[config.mk]
export PLATFORM = sky130hd
export DESIGN_NAME = ppu_axis
export DESIGN_NICKNAME = d
export VERILOG_FILES = /design/src/design/particle_physics_update_assert.svh /design/src/design/ppu_pkg.sv /design/src/design/ppu_axis.sv
export SDC_FILE = /design/constraint.sdc
export NUM_CORES = 1
export LEC_CHECK = 0
export BUFFER_PORTS_ARGS = -buffer_cell sky130_fd_sc_hd__buf_2
export CELL_PAD_IN_SITES_DETAIL_PLACEMENT = 2
export CELL_PAD_IN_SITES_GLOBAL_PLACEMENT = 2
export CORE_MARGIN = 2
export CORE_UTILIZATION = 42
export DETAILED_ROUTE_END_ITERATION = 10
export GPL_TIMING_DRIVEN = 0
export PLACE_DENSITY_LB_ADDON = 0.1
export SLEW_MARGIN = 20
export SYNTH_ARGS = -nofsm -noshare
export SYNTH_HDL_FRONTEND = slang
export SYNTH_SLANG_ARGS = --single-unit
export TNS_END_PERCENT = 5
[constraint.sdc]
create_clock -name clk -period 11.8 [get_ports clk]
set_clock_uncertainty 0.05 [all_clocks]
set_input_delay 3.54 -clock clk [delete_from_list [all_inputs] [get_ports clk]]
set_output_delay 3.54 -clock clk [all_outputs]
set_load 0.01 [all_outputs]
[src/design/particle_physics_update_assert.svh]
// ----------------------------------------------------------------------------
// Particle physics update assertion macros
// Concurrent check wrappers that compile away when SYNTH is defined.
// ----------------------------------------------------------------------------
`ifndef PARTICLE_PHYSICS_UPDATE_ASSERT_SVH
`define PARTICLE_PHYSICS_UPDATE_ASSERT_SVH
`ifndef SYNTH
`define PPU_ASSERT_IMP(lbl, clk, rstn, ante, cons) \
	lbl: assert property (@(posedge clk) disable iff (!rstn) (ante) |-> (cons)) \
		else $error("particle_physics_update: check failed");
`define PPU_ASSERT_NXT(lbl, clk, rstn, ante, cons) \
	lbl: assert property (@(posedge clk) disable iff (!rstn) (ante) |=> (cons)) \
		else $error("particle_physics_update: check failed");
`else
`define PPU_ASSERT_IMP(lbl, clk, rstn, ante, cons)
`define PPU_ASSERT_NXT(lbl, clk, rstn, ante, cons)
`endif
`endif

[src/design/ppu_pkg.sv]
// ----------------------------------------------------------------------------
// Particle physics update package
// Shared types, register indexes, fixed-point limits and saturation helper.
// ----------------------------------------------------------------------------
`default_nettype none
package ppu_pkg;

	localparam int VAL_W  = 21;
	localparam int RAMP_W = 12;
	localparam int FT_W   = 16;
	localparam int GRAV_W = 12;
	localparam int TIME_W = 31;
	localparam int EXP_W  = 32;
	localparam int SUM_W  = 27;

	localparam logic [1:0] REG_FRAME_TIME   = 2'd0;
	localparam logic [1:0] REG_GRAVITY      = 2'd1;
	localparam logic [1:0] REG_CURRENT_TIME = 2'd2;

	localparam logic [GRAV_W-1:0] GRAVITY_RESET = 12'd800;
	localparam logic [RAMP_W-1:0] RAMP_MAX      = 12'd4095;
	localparam logic [RAMP_W-1:0] FIRE_LIMIT    = 12'd1536;
	localparam logic [RAMP_W-1:0] EXPLODE_LIMIT = 12'd2048;
	// floor(x / 5) = (x * GRAV_RECIP) >> 20 for x below 2^18
	localparam logic [17:0] GRAV_RECIP  = 18'd209716;
	// floor(y / 3) = (y * ALPHA_RECIP) >> 11 for y below 2^11
	localparam logic [9:0]  ALPHA_RECIP = 10'd683;

	typedef logic signed [VAL_W-1:0] val_t;

	typedef enum logic [2:0] {
		KIND_STATIC,
		KIND_FIRE,
		KIND_EXPLODE,
		KIND_EXPLODE2,
		KIND_BLOB,
		KIND_BLOB2,
		KIND_GRAV,
		KIND_SLOWGRAV
	} kind_t;

	typedef enum logic [1:0] {
		VOP_KEEP,
		VOP_ADD_DECAY,
		VOP_SUB_DECAY,
		VOP_SUB_FRAME
	} vop_t;

	typedef enum logic [1:0] {
		GOP_NONE,
		GOP_ADD,
		GOP_SUB
	} gop_t;

	typedef enum logic [1:0] {
		SEL_KEEP,
		SEL_FIRE,
		SEL_EXPLODE,
		SEL_EXPLODE2
	} sel_t;

	typedef struct packed {
		logic en1;
		logic en2;
		logic en3;
		logic en4;
	} ctl_t;

	typedef struct packed {
		logic [FT_W-1:0]   frame_time;
		logic [GRAV_W-1:0] gravity;
		logic [TIME_W-1:0] current_time;
	} cfg_t;

	function automatic val_t sat_val(input logic signed [SUM_W-1:0] v);
		val_t r;
		if (v > 27'sd1048575) begin
			r = 21'sd1048575;
		end else if (v < -27'sd1048576) begin
			r = -21'sd1048576;
		end else begin
			r = v[VAL_W-1:0];
		end
		return r;
	endfunction

endpackage
`default_nettype wire

[src/design/ppu_axis.sv]
// ----------------------------------------------------------------------------
// Particle physics update axis lane
// Four-stage position and velocity update for one coordinate axis.
// ----------------------------------------------------------------------------
`default_nettype none
module ppu_axis (
	input  logic                      clk,
	input  ppu_pkg::ctl_t             ctl,
	input  logic [ppu_pkg::FT_W-1:0]  frame_time,
	input  ppu_pkg::val_t             pos,
	input  ppu_pkg::val_t             vel,
	input  ppu_pkg::vop_t             vop,
	input  ppu_pkg::gop_t             gop,
	input  logic [15:0]               grav,
	output ppu_pkg::val_t             new_pos,
	output ppu_pkg::val_t             new_vel
);

	ppu_pkg::val_t pos_s1, vel_s1, pos_s2, vel_s2, pos_s3;
	ppu_pkg::vop_t vop_s1, vop_s2;
	ppu_pkg::gop_t gop_s1, gop_s2, gop_s3;
	logic signed [37:0] prod_s2;
	logic signed [ppu_pkg::SUM_W-1:0] velm_s3;
	ppu_pkg::val_t new_pos_s4, new_vel_s4;

	logic signed [ppu_pkg::SUM_W-1:0] step16, step14, pos_sum, velm, vfull, gext;

	always_comb begin
		step16  = ppu_pkg::SUM_W'($signed(prod_s2[37:16]));
		step14  = ppu_pkg::SUM_W'($signed(prod_s2[37:14]));
		pos_sum = ppu_pkg::SUM_W'(pos_s2) + step16;
		case (vop_s2)
			ppu_pkg::VOP_ADD_DECAY: velm = ppu_pkg::SUM_W'(vel_s2) + step14;
			ppu_pkg::VOP_SUB_DECAY: velm = ppu_pkg::SUM_W'(vel_s2) - step14;
			ppu_pkg::VOP_SUB_FRAME: velm = ppu_pkg::SUM_W'(vel_s2) - step16;
			default:                velm = ppu_pkg::SUM_W'(vel_s2);
		endcase
	end

	always_comb begin
		gext = $signed(ppu_pkg::SUM_W'(grav));
		case (gop_s3)
			ppu_pkg::GOP_ADD: vfull = velm_s3 + gext;
			ppu_pkg::GOP_SUB: vfull = velm_s3 - gext;
			default:          vfull = velm_s3;
		endcase
	end

	always_ff @(posedge clk) begin
		if (ctl.en1) begin
			pos_s1 <= pos;
			vel_s1 <= vel;
			vop_s1 <= vop;
			gop_s1 <= gop;
		end
		if (ctl.en2) begin
			prod_s2 <= 38'(vel_s1) * 38'($signed({1'b0, frame_time}));
			pos_s2  <= pos_s1;
			vel_s2  <= vel_s1;
			vop_s2  <= vop_s1;
			gop_s2  <= gop_s1;
		end
		if (ctl.en3) begin
			pos_s3  <= ppu_pkg::sat_val(pos_sum);
			velm_s3 <= velm;
			gop_s3  <= gop_s2;
		end
		if (ctl.en4) begin
			new_pos_s4 <= pos_s3;
			new_vel_s4 <= ppu_pkg::sat_val(vfull);
		end
	end

	assign new_pos = new_pos_s4;
	assign new_vel = new_vel_s4;

endmodule
`default_nettype wire

==> metrics.cfg <==
[outcome]
status = finished clean

[worst_setup_path]
cp.arrival_ns = 10.93
cp_max_fo = 10
worstSetupStartpoint = frame_time[6]
cp-endpoint = prod_s2[37]$_DFFE_PP_
r2r_slack_ns = 3.42
crit_path_start_kind = input port
r2r_cells = 22
worstSetupPathType = in2reg
required_ns = 12.09
slowest_delay_ns = 0.60
crit_family = adder cells
cpMostUsedCell = fa_1
slowest_stage = clkbuf_1
path_buf_inv = 6
crit_cells = 24
r2r_start = vel_s1[10]$_DFFE_PP_
crit_path_end_kind = register
timing.rr.end = prod_s2[37]$_DFFE_PP_
path_cells = buf_2, clkbuf_1, and2_1, fa_1, inv_1, fa_1, fa_1, inv_1, fa_1, fa_1, inv_1, fa_1, inv_1, ha_1, nand2_1, o21ai_0, nor4_1, a211oi_1, a41o_1, a41o_1, a21oi_1, o311ai_0, a21oi_1, xnor2_1

[min_path]
hold_path.class = reg2reg
hold_depth = 0
hold_path_startpoint = pos_s1[19]$_DFFE_PP_

[yosys]
syn-num-nets = 3140
async_flop_share_pct = 0
synth_edf_count = 206
synthTopCellsByArea = fa_1 (27%), edfxtp_1 (25%), ha_1 (9.7%), inv_1 (7.2%), nand2_1 (4.0%)
synthCells = 2527
ys_ff_latch = 206
syn_area_mm2 = 0.02483
synth_top_area_share_pct = 27.17
synth_cell_types = 82
synth_top_area_cell = fa_1
seq_area_frac_synth_pct = 24.92
synth.avg_cell_area_um2 = 9.824
ys.flop_type = edfxtp_1
yosysWarnings = 0

[cells_and_area]
layout.nets = 3294
mostFrequentLayoutCells = inv_1 (479), fa_1 (337), nand2_1 (263)
drive_above_1_share_pct = 8.694
syn2layout_area_growth_pct = 10.52
seq_area_mm2 = 0.006186
nFillCells = 6222
final_common_cell = inv_1
multi_input_area_mm2 = 0.01644

[sta]
finalSetupViolations = 0
hold_viol = 0
max_clock_freq_mhz = 93.98
setup_tns_ns = 0
layout_min_cycle_time_ns = 10.64
slew_headroom_pct = 28.49
min_period_over_period_pct = 90.18
rsz0062_at_grt = false
worst_pin_slew_ns = 1.073
slew_violations = 0

[detailed_routing]
initialDrtViolationCount = 643
drc = 0
routed_wl_um = 81860
wl_per_cell_um = 23.53
via_per_inst = 5.348
routed-via-count = 18610
dr.pass1.iters = 5
ant_nets = 0

[placement]
hpwl_um = 68930
gp_congestion = 0.8722
io_buffers = 123

[floorplan]
die_w_um = 247.1
ioPinCount = 125
initial_core_util_pct = 42.30
die_y_um = 247.1
dieArea_mm2 = 0.06107
core_area_mm2 = 0.05869
std_cell_rows = 89

[clock_network]
clock-sinks = 206
post_cts_buffers = 0
cts_root_buffer = clkbuf_16
hold_buffers = 0
cts_tree = built
cts_buffers = 28
clk_latency_ns = 0.61
cts_buffer_depth = 3
ctsResizeCount = 0
htree_levels = 1
cts.clk_slew.worst_paths_ns = 0.06

[global_routing]
grt_pass1_vias = 22020
antenna_found_initial = 2
grt_max_degree = 62
grt_pass1_wl_um = 127100
grt_use_total_pct = 27.42
overflow = 0

[run]
max-cap-violations = 0

==> worst min-delay path by stage <==
stage / to / slack (ns)
finish: pos_s2[19]$_DFFE_PP_ / 0.37
global route: pos_s2[8]$_DFFE_PP_ / 0.38
CTS: pos_s2[19]$_DFFE_PP_ / 0.37
detailed placement: pos_s2[19]$_DFFE_PP_ / 0.36
global placement: new_pos[1]$_DFFE_PP_ / 0.35
floorplan: gop_s2[0]$_DFFE_PP_ / 0.35
==> sequential cells by signal (all words and copies together) (netlist names) <==
name,flops
gop_s1,2
gop_s2,2
gop_s3,2
new_pos,21
new_vel,21
pos_s1,21
pos_s2,21
pos_s3,21
prod_s2,24
vel_s1,21
vel_s2,21
velm_s3,25
vop_s1,2
vop_s2,2
==> layer usage <==
layer	part of all wire (%)	wire length, µm	track usage, %
met3	2.8	2285	2.442
met1	41	33260	32.36
met5	0	0	0
met2	54	44200	52.91
met4	2.6	2113	6.875
==> cell type report <==
| class | instances | area share, % |
|---|---|---|
| plain buffers | 84 | 1.455 |
| well taps | 773 | 3.525 |
| multi-input cells | 1758 | 59.93 |
| flip-flops and latches | 206 | 22.55 |
| repair buffers | 124 | 2.371 |
| diodes | 3 | 0.02736 |
| inverters | 479 | 6.553 |
| clock inverters | 23 | 1.026 |
| clock buffers | 29 | 2.567 |
==> cell families (layout without fill, tap and decap cells) <==
group,after synthesis,after routing,share of synthesized area (%)
AO/OA/AOI/OAI,416,416,11.12
XOR/XNOR,135,135,4.763
adder cells (fa/ha/maj),530,530,36.90
buffers and inverters,563,739,8.850
flip-flops,206,206,24.92
multiplexers,10,10,0.4284
other,0,3,0
AND/OR/NAND/NOR,667,667,13.02
==> synth_stat cells (21+ instances only) <==
cell,n
a21o_1,46
edfxtp_1,206
and2_1,141
o21a_1,25
nand2_1,263
a21oi_1,120
inv_1,479
nor2b_1,21
xor2_1,34
xnor2_1,101
o21ai_2,22
ha_1,193
nor3_1,28
o21ai_0,64
nor2_1,113
clkbuf_1,71
fa_1,337
==> per-stage QoR <==
step,utilization [%],cells,area (µm²),setup WS [ns],hold slack [ns]
finish,46.75,3479,27440,1.159,0.3705
CTS,46.74,3476,27430,1.033,0.3714
detailed placement,45.06,3424,26440,0.4432,0.3565
global route,46.74,3476,27430,0.8492,0.3804
global placement,45.00,3423,26410,0.7285,0.3509
floorplan,-,2527,24830,2.071,0.3503
Power is left out: the tool's default activity adds up to more than one toggle a clock period on the data nets, which glitch-free logic cannot reach.
