==> config.mk <==
export PLATFORM = sky130hd
export DESIGN_NAME = ppu_cfg
export DESIGN_NICKNAME = d
export VERILOG_FILES = /design/src/design/particle_physics_update_assert.svh /design/src/design/ppu_pkg.sv /design/src/design/ppu_cfg.sv
export SDC_FILE = /design/constraint.sdc
export NUM_CORES = 1
export LEC_CHECK = 0
export ABC_AREA = 0
export BUFFER_PORTS_ARGS = -buffer_cell sky130_fd_sc_hd__buf_2
export CAP_MARGIN = 20
export CELL_PAD_IN_SITES_DETAIL_PLACEMENT = 0
export CELL_PAD_IN_SITES_GLOBAL_PLACEMENT = 1
export CORE_ASPECT_RATIO = 1.5
export CORE_MARGIN = 2
export CORE_UTILIZATION = 37
export DETAILED_ROUTE_END_ITERATION = 16
export PLACE_DENSITY_LB_ADDON = 0.1
export RECOVER_POWER = 100
export SYNTH_ARGS = -nofsm -noshare
export SYNTH_HDL_FRONTEND = slang
export SYNTH_SLANG_ARGS = --single-unit
==> constraint.sdc <==
create_clock -name clk -period 1.21 [get_ports clk]
set_clock_uncertainty 0.2 [all_clocks]
set_input_delay 0.1815 -clock clk [delete_from_list [all_inputs] [get_ports clk]]
set_output_delay 0.1815 -clock clk [all_outputs]
set_load 0.01 [all_outputs]
==> src/design/particle_physics_update_assert.svh <==
// ----------------------------------------------------------------------------
// Particle physics update assertion macros
// Concurrent check wrappers that compile away when SYNTH is defined.
// ----------------------------------------------------------------------------
`ifndef PARTICLE_PHYSICS_UPDATE_ASSERT_SVH
`define PARTICLE_PHYSICS_UPDATE_ASSERT_SVH
`ifndef SYNTH
`define PPU_ASSERT_IMP(lbl, clk, rstn, ante, cons) \
	lbl: assert property (@(posedge clk) disable iff (!rstn) (ante) |-> (cons)) \
		else $error("particle_physics_update: check failed");
`define PPU_ASSERT_NXT(lbl, clk, rstn, ante, cons) \
	lbl: assert property (@(posedge clk) disable iff (!rstn) (ante) |=> (cons)) \
		else $error("particle_physics_update: check failed");
`else
`define PPU_ASSERT_IMP(lbl, clk, rstn, ante, cons)
`define PPU_ASSERT_NXT(lbl, clk, rstn, ante, cons)
`endif
`endif

==> src/design/ppu_pkg.sv <==
// ----------------------------------------------------------------------------
// Particle physics update package
// Shared types, register indexes, fixed-point limits and saturation helper.
// ----------------------------------------------------------------------------
`default_nettype none
package ppu_pkg;

	localparam int VAL_W  = 21;
	localparam int RAMP_W = 12;
	localparam int FT_W   = 16;
	localparam int GRAV_W = 12;
	localparam int TIME_W = 31;
	localparam int EXP_W  = 32;
	localparam int SUM_W  = 27;

	localparam logic [1:0] REG_FRAME_TIME   = 2'd0;
	localparam logic [1:0] REG_GRAVITY      = 2'd1;
	localparam logic [1:0] REG_CURRENT_TIME = 2'd2;

	localparam logic [GRAV_W-1:0] GRAVITY_RESET = 12'd800;
	localparam logic [RAMP_W-1:0] RAMP_MAX      = 12'd4095;
	localparam logic [RAMP_W-1:0] FIRE_LIMIT    = 12'd1536;
	localparam logic [RAMP_W-1:0] EXPLODE_LIMIT = 12'd2048;
	// floor(x / 5) = (x * GRAV_RECIP) >> 20 for x below 2^18
	localparam logic [17:0] GRAV_RECIP  = 18'd209716;
	// floor(y / 3) = (y * ALPHA_RECIP) >> 11 for y below 2^11
	localparam logic [9:0]  ALPHA_RECIP = 10'd683;

	typedef logic signed [VAL_W-1:0] val_t;

	typedef enum logic [2:0] {
		KIND_STATIC,
		KIND_FIRE,
		KIND_EXPLODE,
		KIND_EXPLODE2,
		KIND_BLOB,
		KIND_BLOB2,
		KIND_GRAV,
		KIND_SLOWGRAV
	} kind_t;

	typedef enum logic [1:0] {
		VOP_KEEP,
		VOP_ADD_DECAY,
		VOP_SUB_DECAY,
		VOP_SUB_FRAME
	} vop_t;

	typedef enum logic [1:0] {
		GOP_NONE,
		GOP_ADD,
		GOP_SUB
	} gop_t;

	typedef enum logic [1:0] {
		SEL_KEEP,
		SEL_FIRE,
		SEL_EXPLODE,
		SEL_EXPLODE2
	} sel_t;

	typedef struct packed {
		logic en1;
		logic en2;
		logic en3;
		logic en4;
	} ctl_t;

	typedef struct packed {
		logic [FT_W-1:0]   frame_time;
		logic [GRAV_W-1:0] gravity;
		logic [TIME_W-1:0] current_time;
	} cfg_t;

	function automatic val_t sat_val(input logic signed [SUM_W-1:0] v);
		val_t r;
		if (v > 27'sd1048575) begin
			r = 21'sd1048575;
		end else if (v < -27'sd1048576) begin
			r = -21'sd1048576;
		end else begin
			r = v[VAL_W-1:0];
		end
		return r;
	endfunction

endpackage
`default_nettype wire

==> src/design/ppu_cfg.sv <==
// ----------------------------------------------------------------------------
// Particle physics update configuration registers
// Frame time, gravity and current time, written over the config channel.
// ----------------------------------------------------------------------------
`default_nettype none
module ppu_cfg (
	input  logic                        clk,
	input  logic                        arst_n,
	input  logic                        cfg_valid,
	output logic                        cfg_ready,
	input  logic [1:0]                  cfg_index,
	input  logic [ppu_pkg::TIME_W-1:0]  cfg_data,
	output ppu_pkg::cfg_t               cfg
);

	ppu_pkg::cfg_t cfg_q;

	assign cfg_ready = 1'b1;
	assign cfg       = cfg_q;

	always_ff @(posedge clk or negedge arst_n) begin
		if (!arst_n) begin
			cfg_q.frame_time   <= '0;
			cfg_q.gravity      <= ppu_pkg::GRAVITY_RESET;
			cfg_q.current_time <= '0;
		end else if (cfg_valid) begin
			case (cfg_index)
				ppu_pkg::REG_FRAME_TIME: begin
					cfg_q.frame_time <= cfg_data[ppu_pkg::FT_W-1:0];
				end
				ppu_pkg::REG_GRAVITY: begin
					cfg_q.gravity <= cfg_data[ppu_pkg::GRAV_W-1:0];
				end
				ppu_pkg::REG_CURRENT_TIME: begin
					cfg_q.current_time <= cfg_data;
				end
				default: begin
				end
			endcase
		end
	end

endmodule
`default_nettype wire

==> impl_metrics.ini, run 1 <==
[synthesis]
yosysTopAreaCellShare = 0.6282
synthTopCellsByArea = dfrtp_1, mux2_2, dfstp_2
syn-num-nets = 164
post_synth.cell_area_avg_sq_um = 17.43
ys_warn_count = 0
synth_seq_area_share = 0.6635
yosysTopAreaCell = dfrtp_1
synth_cells = 128
ys_seq_elements = 59
syn_area_sq_um = 2231
ys_types = 8

[min_path]
worstHoldStart = cfg_index[1]
holdCritPathClass = in -> reg
min_to = cfg[54]
whs_path_depth = 4

[outcome]
violations = setup timing
run_status = finished with violations

[place]
finalWeightedCongestion = 0.6828
dp_cells = 297
io_buffers = 94
dp_hpwl_mm = 3.672

[critical_path]
cp_top_family = flip-flops
cp.required_ns = 0.83
cp-start-kind = flip-flop
regToRegSetupSlack_ns = 0.01
cp_cell_sequence = buf_6
r2r_end = cfg[2]
r2r-start = cfg[2]
critPathMaxFanout = 2
path_class = reg -> out
cp_slowest_cell = dfstp_2
max_stage_delay_ns = 0.54
worstPathArrival_ns = 0.96
critPathCaptureType = output port
worstRegToRegCells = 3
worst-path-buf-inv = 1

[global_routing]
grtUsageTotal = 0.1749
antenna_found_initial = 0
grt_pass1_vias = 1791
gr-total-overflow = 0
grt_max_degree = 60
grt_first_pass_wirelength_mm = 8.521

[routing]
viasPerCell = 4.553
dr.pass1.iters = 4
ant_nets = 0
via_count = 1639
wl_met1_mm = 1.893
wl_met3_microns = 329
initialDrtViolationCount = 61
remaining_drc_errors = 0
wl_mm = 5.183
wl_met2_mm = 2.913
avgRoutedWirePerCell_microns = 14.40
top_layer = met4

[clock_network]
clkLatencyLatePin_ns = 0.32
ctsLongestPathBuffers = 2
htreeDepth = 3
cts_tree = built
numCtsBuffers = 9
clk_pin_slew_worst_paths_ns = 0.06
cts-root-buf = clkbuf_8
cts.sinks = 59

[sta]
hold_violations = 0
setup_viol = 53
drv_slew = 0
fmax_mhz = 743.6
fin_ws_ns = -0.1348
rsz0062_at_grt = yes
max_slew_margin = 0.6573
finalCriticalPeriod_ns = 1.345
min_period_over_period = 1.111
worstMarginPinSlew_ns = 0.5140

[die]
die_h_microns = 99.10
rows = 34
coreArea_sq_um = 5828
die_area_sq_um = 6679
start_util = 0.3828
die_w_microns = 67.40
ios = 96

[finish]
largest_register_ffs = 59
drive_gt1_frac = 0.6354
diodes = 0
fin_cells = 360
post-route-util = 0.5912
final_nets = 320
syn_to_final_growth_pct = 54.46

[power_and_ir_drop]
vdd_drop_max_mv = 0.8320
p_per_area_nw_per_um2 = 1575
p_leak_nw = 1.659

[job]
maxCapViolCount = 0
[synthesized netlist by cell type]
cell,number
buf_6,1
mux2_2,59
buf_4,5
nor3b_4,1
dfrtp_1,56
dfstp_2,3
conb_1,1
nand3b_1,2
[worst register-to-register path, cell delays in order (launching register included)]
cell and delay [ns]:
dfrtp_1 0.38, buf_4 0.14, buf_4 0.12, mux2_2 0.25
[final cells by class]
cell class                      count  area (sq um)
Fill cell                         505          2382
Clock inverter                      3         15.01
Sequential cell                    59          1480
Tap cell                           72         90.09
Clock buffer                       12         145.1
Timing Repair Buffer              151          1012
Multi-Input combinational cell     63         703.2
[metal layers]
metal	track usage	up-vias
met2	0.3024	61
li1	-	757
met4	0.08948	0
met1	0.1884	817
met3	0.05090	4
met5	0	-
[power breakdown]
group | switching (mW) | internal, mW | total, mW
Sequential | 0.193 | 2.36 | 2.56
Combinational | 0.577 | 0.837 | 1.41
Clock | 0.679 | 0.777 | 1.46
[cells in the final DEF (no fill, tap or decap)]
master,synthesis,layout
mux2_4,0,2
dlygate4sd3_1,0,32
nand3b_1,2,2
dfstp_2,3,3
clkinv_2,0,3
clkbuf_1,0,13
dfrtp_1,56,56
clkbuf_8,0,10
mux2_1,0,1
nor3b_2,0,1
buf_6,1,10
mux2_2,59,56
buf_2,0,76
clkbuf_4,0,2
clkbuf_2,0,3
buf_4,5,17
conb_1,1,1
[metrics by stage]
step	setup TNS (ns)	instance area [sq um]	hold WS, ns	worst slack (ns)	power [mW]
3_3_place_gp	-9.371	2835	0.005529	-0.1930	3.692
5_1_grt	-3.984	3446	0.1902	-0.1654	5.760
6_report	-0.8418	3446	0.1860	-0.1348	5.427
3_5_place_dp	-10.17	2835	0.01006	-0.2265	3.745
4_1_cts	-2.378	3423	0.1836	-0.1555	5.450
2_1_floorplan	-1.251	2231	-0.3141	-0.1251	3.135
[cell families (layout without fill, tap and decap cells)]
group                  Yosys count  in the layout  synth area share
other                            1              1          0.001681
AND/OR/NAND/NOR                  3              3           0.01514
buffers and inverters            6            166           0.02187
multiplexers                    59             59            0.2978
flip-flops                      59             59            0.6635
[timing repair]
| action | in CTS | in global routing |
|---|---|---|
| endpoints found under the setup margin | 59 | 59 |
| hold endpoints to repair | 118 | 0 |
| resized for setup | 4 | 7 |
| pin swaps | 0 | 0 |
| buffers inserted | 11 | 5 |
| hold buffers | 32 | 0 |
[how the worst max path moves through the flow]
| stage | start | end | slack [ns] | cells after the start |
|---|---|---|---|---|
| after floorplan | cfg_index[1] | cfg[43] | -0.13 | 3 |
| after global placement | cfg_index[1] | cfg[56] | -0.19 | 4 |
| after detailed placement | cfg_index[0] | cfg[18] | -0.23 | 4 |
| after CTS | cfg[36] | cfg[36] | -0.16 | 1 |
| after global routing | cfg[40] | cfg[40] | -0.17 | 1 |
| final | cfg[40] | cfg[40] | -0.13 | 1 |
No activity file was read; power rests on OpenSTA's default activity.
==> inputs of run 2 (changes only) <==
Settings changed: REMOVE_ABC_BUFFERS from default to 1.
==> impl_metrics.ini, run 2 (synthesized netlist as in run 1, its figures left out) <==
[routing]
ant_nets = 0
avgRoutedWirePerCell_microns = 13.91
remaining_drc_errors = 0
initialDrtViolationCount = 30
dr.pass1.iters = 2
via_count = 1590
viasPerCell = 4.543
wl_mm = 4.867

[clock_network]
cts-root-buf = clkbuf_8
htreeDepth = 3
cts.sinks = 59
numCtsBuffers = 9
ctsLongestPathBuffers = 2
cts_tree = built
clk_pin_slew_worst_paths_ns = 0.07
clkLatencyLatePin_ns = 0.32

[sta]
setup-tns-final_ns = -0.6994
min_period_over_period = 1.098
setup_viol = 47
drv_slew = 0
finalCriticalPeriod_ns = 1.329
hold_ws_ns = 0.2328
rsz0062_at_grt = yes
max_slew_margin = 0.6632
fin_ws_ns = -0.1191
hold_violations = 0
fmax_mhz = 752.4
worstMarginPinSlew_ns = 0.5051

[global_routing]
antenna_found_initial = 0
grt_first_pass_wirelength_mm = 7.824
gr-total-overflow = 0
grt_pass1_vias = 1686
grt_max_degree = 60
grtUsageTotal = 0.1579

[job]
maxCapViolCount = 0

[critical_path]
critPathMaxFanout = 2
path_class = reg -> out
r2r_end = cfg[52]
critPathCaptureType = output port
r2r-start = cfg[52]
cp_top_family = flip-flops
cp_slowest_cell = dfstp_2
worstPathArrival_ns = 0.95
worst-path-buf-inv = 1
worstRegToRegCells = 3
max_stage_delay_ns = 0.53
cp.required_ns = 0.83
cp_cell_sequence = buf_6
cp-start-kind = flip-flop
regToRegSetupSlack_ns = 0.02

[finish]
syn_to_final_growth_pct = 56.09
layout_common_cells = buf_2, mux2_2, dfrtp_1
drive_gt1_frac = 0.6115
diodes = 0
final_common_cell = buf_2
final_nets = 309
largest_register_ffs = 59

[die]
coreArea_sq_um = 5828
rows = 34
die_w_microns = 67.40
die_h_microns = 99.10
ios = 96
start_util = 0.3828
die_area_sq_um = 6679

[place]
finalWeightedCongestion = 0.7393
dp_hpwl_mm = 3.279
io_buffers = 94

[power_and_ir_drop]
vdd_drop_max_mv = 0.9915
p_per_area_nw_per_um2 = 1735
p_leak_nw = 1.641

[min_path]
holdCritPathClass = in -> reg
whs_path_depth = 4
worstHoldStart = cfg_index[1]
min_to = cfg[57]

[outcome]
run_status = finished with violations
violations = setup timing
[run 2: cell types whose count changed in the layout (fill, tap and decap cells not counted), moves of 3 or more]
cell       delta
clkbuf_1      +3
buf_4         -9
buf_2         -8
bufinv_16     +3
[run 2: worst max-delay path by stage]
stage	cells past startpoint	start	end	slack (ns)
floorplan	2	cfg_index[0]	cfg[0]	-0.62
global placement	4	cfg_index[0]	cfg[12]	-0.18
detailed placement	4	cfg_index[1]	cfg[54]	-0.20
CTS	1	cfg[39]	cfg[39]	-0.14
global route	1	cfg[36]	cfg[36]	-0.17
finish	1	cfg[40]	cfg[40]	-0.12
[run 2: power by group]
group / internal, mW / total (mW) / switching (mW)
Combinational: 0.791 / 1.35 / 0.558
Sequential: 2.36 / 2.55 / 0.189
Clock: 1.42 / 2.14 / 0.724
Total: 4.57 / 6.04 / 1.47
[run 2: per-layer routing]
| layer | vias up | GRT usage | wire length (microns) |
|---|---|---|---|
| li1 | 740 | - | - |
| met2 | 64 | 0.2620 | 2533 |
| met3 | 6 | 0.05882 | 347 |
| met1 | 780 | 0.1840 | 1924 |
| met4 | 0 | 0.05651 | 61 |
| met5 | - | 0 | 0 |
[run 2: cell type report]
class                      instances  area (sq um)
clock buffer                      11         141.4
clock inverter                     5         100.1
fill                             491          2346
multi-input combinational         63         701.9
sequential                        59          1480
tap                               72         90.09
timing repair buffer             140         968.4
[run 2: timing repair]
item                       4_1_cts  5_1_grt
setup endpoints to repair       59       59
buffers inserted                 5        4
resized for setup                3        7
hold buffers                    32        0
hold endpoints to repair       118        0
[run 2: per-stage QoR]
step / utilization / instances / total power, mW / area (sq um) / setup WS, ns
4_1_cts: 0.5917 / 346 / 6.054 / 3448 / -0.1419
2_1_floorplan: - / 122 / 3.124 / 2182 / -0.6154
3_3_place_gp: 0.4856 / 293 / 3.686 / 2830 / -0.1766
6_report: 0.5975 / 350 / 6.042 / 3482 / -0.1191
5_1_grt: 0.5975 / 350 / 6.365 / 3482 / -0.1655
3_5_place_dp: 0.4856 / 293 / 3.731 / 2830 / -0.2031
